### src/sv/greedy_balanced_kway_partition_assert.svh
// assertion macros for the greedy balanced k-way partition block
`ifndef GREEDY_BALANCED_KWAY_PARTITION_ASSERT_SVH
`define GREEDY_BALANCED_KWAY_PARTITION_ASSERT_SVH

// property holds at every clock edge out of reset
`define GBKP_ASSERT_HOLDS(label, prop) \
  label: assert property (@(posedge clk_i) disable iff (!rst_ni) (prop)) \
    else $error("gbkp assertion failed");

// antecedent implies consequent in the next cycle
`define GBKP_ASSERT_NEXT(label, ante, cons) \
  label: assert property (@(posedge clk_i) disable iff (!rst_ni) (ante) |=> (cons)) \
    else $error("gbkp assertion failed");

`endif

### src/sv/gbkp_pkg.sv
// package with constants and types of the greedy balanced k-way partition block
`timescale 1ns / 1ps
package gbkp_pkg;

  localparam int MAX_VERTICES = 64;
  localparam int MAX_PARTS    = 8;
  localparam int WEIGHT_BITS  = 16;

  localparam int VTX_W   = $clog2(MAX_VERTICES);
  localparam int PART_W  = (MAX_PARTS > 1) ? $clog2(MAX_PARTS) : 1;
  localparam int CNT_W   = VTX_W + 1;
  localparam int KCNT_W  = PART_W + 1;
  localparam int ADDR_W  = 2 * VTX_W;
  localparam int GAIN_W  = WEIGHT_BITS + VTX_W + 2;
  localparam int PROD_W  = CNT_W + KCNT_W;

  localparam int ROW_W   = 6;
  localparam int COL_W   = 6;
  localparam int VC_W    = 7;
  localparam int PC_W    = 4;
  localparam int CFG_D_W = 7;
  localparam int CFG_I_W = 1;

  localparam logic [CFG_I_W-1:0] CFG_VERTEX_COUNT = 1'd0;
  localparam logic [CFG_I_W-1:0] CFG_PART_COUNT   = 1'd1;

  localparam logic CMD_LOAD = 1'b0;
  localparam logic CMD_RUN  = 1'b1;

  typedef struct packed {
    logic                     have;
    logic signed [GAIN_W-1:0] gain;
    logic [VTX_W-1:0]         vertex;
  } cand_t;

  typedef cand_t [MAX_PARTS-1:0] cand_vec_t;

  typedef struct packed {
    logic             clear;
    logic             place;
    logic [VTX_W-1:0] place_v;
    logic [CNT_W-1:0] n;
  } ctl_t;

  typedef struct packed {
    logic                   vld;
    logic [VTX_W-1:0]       idx;
    logic [WEIGHT_BITS-1:0] weight;
    logic [PART_W-1:0]      part;
  } upd_t;

endpackage

### src/sv/gbkp_cell.sv
// vertex cell: per-part gains, placed flag and one stage of the min chain
`timescale 1ns / 1ps
module gbkp_cell (
  input  logic                        clk_i,
  input  logic                        rst_ni,
  input  logic [gbkp_pkg::VTX_W-1:0]  idx_i,
  input  gbkp_pkg::ctl_t              ctl_i,
  input  gbkp_pkg::upd_t              upd_i,
  input  gbkp_pkg::cand_vec_t         cand_i,
  output gbkp_pkg::cand_vec_t         cand_o
);
  logic signed [gbkp_pkg::GAIN_W-1:0] gain_q [gbkp_pkg::MAX_PARTS];
  logic                               placed_q;
  logic signed [gbkp_pkg::GAIN_W-1:0] wx;
  logic                               active;
  gbkp_pkg::cand_vec_t                cand_d;
  gbkp_pkg::cand_vec_t                cand_q;

  assign wx = {{(gbkp_pkg::GAIN_W - gbkp_pkg::WEIGHT_BITS){upd_i.weight[gbkp_pkg::WEIGHT_BITS-1]}},
               upd_i.weight};
  assign active = !placed_q && ({1'b0, idx_i} < ctl_i.n);

  always_ff @(posedge clk_i or negedge rst_ni) begin
    if (!rst_ni) begin
      placed_q <= 1'b0;
    end else if (ctl_i.clear) begin
      placed_q <= 1'b0;
    end else if (ctl_i.place && ctl_i.place_v == idx_i) begin
      placed_q <= 1'b1;
    end
  end

  always_ff @(posedge clk_i) begin
    for (int p = 0; p < gbkp_pkg::MAX_PARTS; p++) begin
      if (ctl_i.clear) begin
        gain_q[p] <= '0;
      end else if (upd_i.vld && upd_i.idx == idx_i && !placed_q) begin
        if (gbkp_pkg::PART_W'(p) == upd_i.part) begin
          gain_q[p] <= gain_q[p] - wx;
        end else begin
          gain_q[p] <= gain_q[p] + wx;
        end
      end
    end
  end

  // keep the incoming candidate unless this vertex is strictly better
  always_comb begin
    for (int p = 0; p < gbkp_pkg::MAX_PARTS; p++) begin
      if (active && (!cand_i[p].have || gain_q[p] < cand_i[p].gain)) begin
        cand_d[p].have   = 1'b1;
        cand_d[p].gain   = gain_q[p];
        cand_d[p].vertex = idx_i;
      end else begin
        cand_d[p] = cand_i[p];
      end
    end
  end

  always_ff @(posedge clk_i or negedge rst_ni) begin
    if (!rst_ni) begin
      cand_q <= '0;
    end else begin
      cand_q <= cand_d;
    end
  end

  assign cand_o = cand_q;
endmodule

### config.mk
export PLATFORM = sky130hd
export DESIGN_NAME = gbkp_cell
export DESIGN_NICKNAME = d
export VERILOG_FILES = /design/src/sv/greedy_balanced_kway_partition_assert.svh /design/src/sv/gbkp_pkg.sv /design/src/sv/gbkp_cell.sv
export SDC_FILE = /design/constraint.sdc
export NUM_CORES = 2
export LEC_CHECK = 0
export BUFFER_PORTS_ARGS = -buffer_cell sky130_fd_sc_hd__buf_2
export CAP_MARGIN = 20
export CORE_MARGIN = 2
export CORE_UTILIZATION = 59
export CTS_CLUSTER_DIAMETER = 120
export DETAILED_ROUTE_END_ITERATION = 7
export PLACE_DENSITY = 0.89
export SYNTH_ARGS = -nofsm -noshare
export SYNTH_HDL_FRONTEND = slang
export SYNTH_SLANG_ARGS = --single-unit
### constraint.sdc
create_clock -name clk_i -period 7.3 [get_ports clk_i]
set_input_delay 0.365 -clock clk_i [delete_from_list [all_inputs] [get_ports clk_i]]
set_output_delay 0.365 -clock clk_i [all_outputs]
set_load 0.01 [all_outputs]
# Yosys cells after proc, flatten, opt, wreduce, memory -nomap -nowiden
# Memory sizes are Yosys's and may differ from the RTL's.
# Index checks and enable logic that the tools add are counted.
# word_totals
mem_count	1
reg_bits	249
inputBits	297
word_cells	199
ramBits	192
# memory_table
name	depth	width	rd	rd_ports_with_merged_regs	wr	line_no	rtl
gain_q	8	24	8	0	8	gbkp_cell.sv:12	logic signed [gbkp_pkg::GAIN_W-1:0] gain_q [gbkp_pkg::MAX_PARTS];
# classes
eq_ne	9
add_sub_neg	16
bitwise_logic	16
n_lt_le_gt_ge	9
reduce_logical	31
n_mux	92
# ops
cell	n
$mux 24	16
$mux 31	8
$add 24x16->24	8
$lt 24x24->1	8
$sub 24x16->24	8
$mux 1	68
$or 1x1->1	16
$eq 3x3->1 const A	4
$eq 6x6->1	2
$logic_and 1x1->1	12
$logic_not 1->1	9
$logic_or 1x1->1	8
$lt 6x7->1	1
$eq 2x3->1 const A	2
$eq 1x3->1 const A	1
$logic_not 3->1	1
$reduce_bool 2->1	1

# Depth between registers and ports, before layout
# logic_depth
depth_word	8
depth_mapped	20
depth_no_buf	19

# Least setup slack after synthesis
# No wires, ideal clock.
# synth_path
kind	input -> register
startpoint	input port idx_i[1] (netlist name)
endpoint	memory gain_q[0][0] (netlist name) (enable)
stages	5
arrival_time_ps	5359
path_slack_ps	1354
setup_time_ps	587
path_cell_list	clkbuf_1 > xor2_1 > nor3_1 > nand4_1 > nand2b_1
# synth_lines
element	line_no	rtl
start: declaration	gbkp_cell.sv:6	input logic [gbkp_pkg::VTX_W-1:0] idx_i,
end: declaration	gbkp_cell.sv:12	

==> metrics list <==
* Outcome: complete, no violations
* Antenna violation net count after detailed routing: 0
- Horiz. Die Dim: about 260 um
* Fraction of final layout cells with drive strength greater than 1: 20.5%
- Of all flip-flops after synthesis, the portion carrying an async set or reset was 56.5%.
- At the worst endpoint, the arrival time is 5.41 ns.
- Using the TritonRoute via totals, the vias-per-cell ratio works out to 6.25.
* Kind of critical path: reg -> reg
- Max-cap violations in this run came to 0.
* Detailed Route WL: 126000 um
* Die footprint: approximately 65000 sq um
- For this run, the top clock speed supported by timing is 0.198 GHz.
- Mean routed wirelength per cell: 22.6 um
* Wire length of the first global-routing pass: between 150000 and 200000 um
- Counting every net in the synthesized netlist gives just under 5000.
- Placer Congestion: around 0.96
* # port buffers: 544
- At the worst endpoint, the required time is about 7.7 ns.
- Category of cells accounting for the largest share of critical-path delay: simple AND/OR/NAND/NOR gates
- Yosys warns: 0
- The number of buffers and inverters on the critical path is 0.
* Die H: 255 um
* Distinct cell type count of the synthesized netlist: 87
- The critical path goes through nor3b_1 > nand4_1 > or2_4 > nor2_1 > nor2_1 > xnor2_1 > ha_1 > a21oi_1 > o21ai_0 > a41oi_1 > o21ai_0 > a21oi_1 > o31ai_1 > a21oi_1 > xnor2_1 > nor2_1.
- Leaving out fill and tap cells, the most frequent cell in the layout is sky130_fd_sc_hd__buf_2.
* Synth Register Bits: 441
- Type of origin of the critical path: flop
- Starting DRC count in detailed routing: between 3000 and 4000
* Most common flop cell mapped by yosys: sky130_fd_sc_hd__dfrtp_1
* Area delta synth->final: 19.0%
* Count of flip-flops with a built-in enable after synthesis: 192
- Of the synthesized area, sequential elements account for 32.3%.
- At the end of the flow, the number of nets in the layout was 5493.
- In this run, post-CTS repair resized a total of 0 instances.
* Actual transition at the worst max-transition pin: 1.06 ns
- roughly 550 I/O pins were placed.
* Worst relative slew slack: 29.1%
- CTS saw approximately 440 sinks.
* HPWL Detailed: between 80000 and 90000 um
* Clk_lat worst skew: around 0.64 ns
- Clock Tree Buf Depth: 3
- Number of remaining DRC errors: 0
- Across every metal layer, demand over resource in global routing totals about 38%.
- Min-delay worst type: in -> reg
- Slowest-stage cell, CP: sky130_fd_sc_hd__o21ai_0
- Worst vdd ir: 0.000179 V
- After layout, the worst setup slack is 2.25 ns.
- Setup repair after global routing left no endpoint under its margin.
- The worst path needs roughly 5 ns of the cycle, external delays included.
- Total Neg Setup Slack: 0 ns
* Worst setup slack before clock tree synthesis: 1.99 ns
- Period utilisation layout: 69.2%
- Count of final setup violators: 0
- Commonest cells after routing, fill and taps aside: sky130_fd_sc_hd__buf_2, sky130_fd_sc_hd__ha_1, sky130_fd_sc_hd__nor2_1, sky130_fd_sc_hd__inv_1, sky130_fd_sc_hd__a21oi_1
- Setup clock skew after layout: 0.0267 ns
- Vias after detailed routing: 34700
- The H-tree was split into 2 levels.
- Entering global routing, the biggest net connects 136 pins.
- The initialized floorplan defines 92 standard-cell rows.
- CTS Root Buffer Type: sky130_fd_sc_hd__clkbuf_16
* Synthesized area divided by synthesized cell count: between 9 and 10 sq um
* Number of failing hold endpoints at the final stage: 0
- Dividing total power by cell area gives a power density of approximately 180 nW/um^2.
* Via count of the first global-routing pass: 33700
- Highest net fanout along the worst path: 28
- The initial antenna violation count was 13.
- Count of mapped cells out of synthesis: 4015
- Length of the first detailed-routing pass in iterations: 6
* Slowest Stage Delay on Critical Path: 0.63 ns
* Summed instance area of the synthesized netlist: roughly 37000 sq um
* Core region area: 62700 sq um
- Capturing element type of the critical path: flop
- TritonCTS clock tree: done
* Max-slew violation count: 0
* Number of buffers inserted during clock tree synthesis: 52
- Worst-path clk slew: 0.06 ns
* Initial Utilization: about three fifths
- For this design the static power due to leakage is ~21 nW.
- Global routing finished with a remaining overflow of 0.
## repair_timing
item                      in CTS  in global routing
buffers inserted               0                  0
hold buffers                 155                  4
hold endpoints to repair     202                  4
## final cells by class
type | instances | area [sq um]
multi-input combinational | 3025 | 23100
fill | 4543 | 18500
sequential | 441 | 12000
timing repair buffer | 734 | 4610
clock buffer | 69 | 1560
inverter | 391 | 1470
tap | 846 | 1060
clock inverter | 29 | 362
antenna | 15 | 37.5
## Yosys cell counts (7+ instances only)
cell type	n	share of area (%)
sky130_fd_sc_hd__a21boi_0	7	0.14
sky130_fd_sc_hd__a31oi_1	28	0.47
sky130_fd_sc_hd__a211o_1	11	0.26
sky130_fd_sc_hd__and3_1	12	0.20
sky130_fd_sc_hd__o21ai_0	191	2.6
sky130_fd_sc_hd__o41ai_1	7	0.16
sky130_fd_sc_hd__o31ai_1	31	0.63
sky130_fd_sc_hd__o31a_1	8	0.19
sky130_fd_sc_hd__nand4_1	45	0.76
sky130_fd_sc_hd__nor3_1	90	1.2
sky130_fd_sc_hd__buf_1	7	0.071
sky130_fd_sc_hd__a21o_1	110	2.2
sky130_fd_sc_hd__xor2_1	54	1.3
sky130_fd_sc_hd__fa_1	15	0.81
sky130_fd_sc_hd__a21oi_1	317	4.3
sky130_fd_sc_hd__a311oi_1	9	0.21
sky130_fd_sc_hd__o211ai_1	45	0.91
sky130_fd_sc_hd__a221o_1	7	0.19
sky130_fd_sc_hd__a221oi_1	21	0.49
sky130_fd_sc_hd__or3_1	33	0.56
sky130_fd_sc_hd__nand2b_1	54	0.91
sky130_fd_sc_hd__inv_1	390	3.9
sky130_fd_sc_hd__or2_2	21	0.35
sky130_fd_sc_hd__o221ai_1	7	0.16
sky130_fd_sc_hd__nand2_1	129	1.3
sky130_fd_sc_hd__o311ai_0	10	0.24
sky130_fd_sc_hd__nor3b_1	10	0.20
sky130_fd_sc_hd__edfxtp_1	192	16
sky130_fd_sc_hd__o21bai_1	39	0.79
sky130_fd_sc_hd__and2_1	8	0.13
sky130_fd_sc_hd__a2111oi_0	31	0.73
sky130_fd_sc_hd__nand3_1	56	0.75
sky130_fd_sc_hd__mux2_2	233	7.1
sky130_fd_sc_hd__o22ai_1	13	0.22
sky130_fd_sc_hd__ha_1	536	18
sky130_fd_sc_hd__nor2b_1	34	0.57
sky130_fd_sc_hd__dfrtp_1	249	17
sky130_fd_sc_hd__o21a_1	27	0.55
sky130_fd_sc_hd__mux2i_1	24	0.65
sky130_fd_sc_hd__nor2_1	410	4.1
sky130_fd_sc_hd__a211oi_1	52	1.0
sky130_fd_sc_hd__nor4_1	35	0.59
sky130_fd_sc_hd__buf_2	28	0.38
sky130_fd_sc_hd__clkbuf_1	123	1.2
sky130_fd_sc_hd__xnor2_1	153	3.6
## layer usage
layer	global-route usage [%]	wire [um]
met4	24.6	9000
met5	0	46
met1	46.3	48000
met2	58.5	55200
met3	9.34	13400
## path summary, 6_finish.rpt
kind                                    startpoint                           to  slack (ns)  cells after the start
min                                    cand_i[244]        cand_o[244]$_DFF_PN0_       0.004                      2
max in group asynchronous                   rst_ni        cand_o[237]$_DFF_PN0_        5.76                      3
max reg2reg                   placed_q$_DFFE_PN0P_  gain_q[1][23]$_SDFFCE_PN0P_        2.25                     16
min in group asynchronous                   rst_ni        cand_o[200]$_DFF_PN0_        0.27                      2
max                           placed_q$_DFFE_PN0P_  gain_q[1][23]$_SDFFCE_PN0P_        2.25                     16
min reg2reg                gain_q[1][72]$_DFFE_PP_        cand_o[223]$_DFF_PN0_        0.56                      1
## state kept, by name, summed over array words and instances, names as in the netlist
| register | flops |
|---|---|
| placed_q | 1 |
| gain_q | 192 |
| cand_o | 248 |
## cell families (layout without fill, tap and decap cells)
| kind of cell | Yosys count | in the layout | synth area share [%] |
|---|---|---|---|
| buf+inv | 549 | 1223 | 5.64 |
| other cells | 0 | 15 | 0 |
| mux | 257 | 257 | 7.70 |
| fa+ha+maj | 551 | 551 | 18.8 |
| flops | 441 | 441 | 32.3 |
| compound gates | 1053 | 1053 | 18.6 |
| simple gates | 957 | 957 | 12.1 |
| xor+xnor | 207 | 207 | 4.88 |
## power breakdown
| part | switching, mW | internal [mW] |
|---|---|---|
| registers | 0.130 | 2.79 |
| clock network | 1.18 | 1.77 |
| logic | 1.33 | 0.973 |
## through the flow
stage	utilization (%)	hold slack (ns)	power (mW)	cell area, sq um	cells
floorplan	-	0.0694	4.37	37200	4015
global placement	64.8	0.296	5.05	40600	5276
detailed placement	64.8	0.303	5.10	40600	5276
CTS	70.3	0.000339	8.09	44100	5529
global route	70.5	0.000364	8.48	44200	5540
finish	70.5	0.00437	8.17	44200	5550
(Power assumes the default switching activity.)
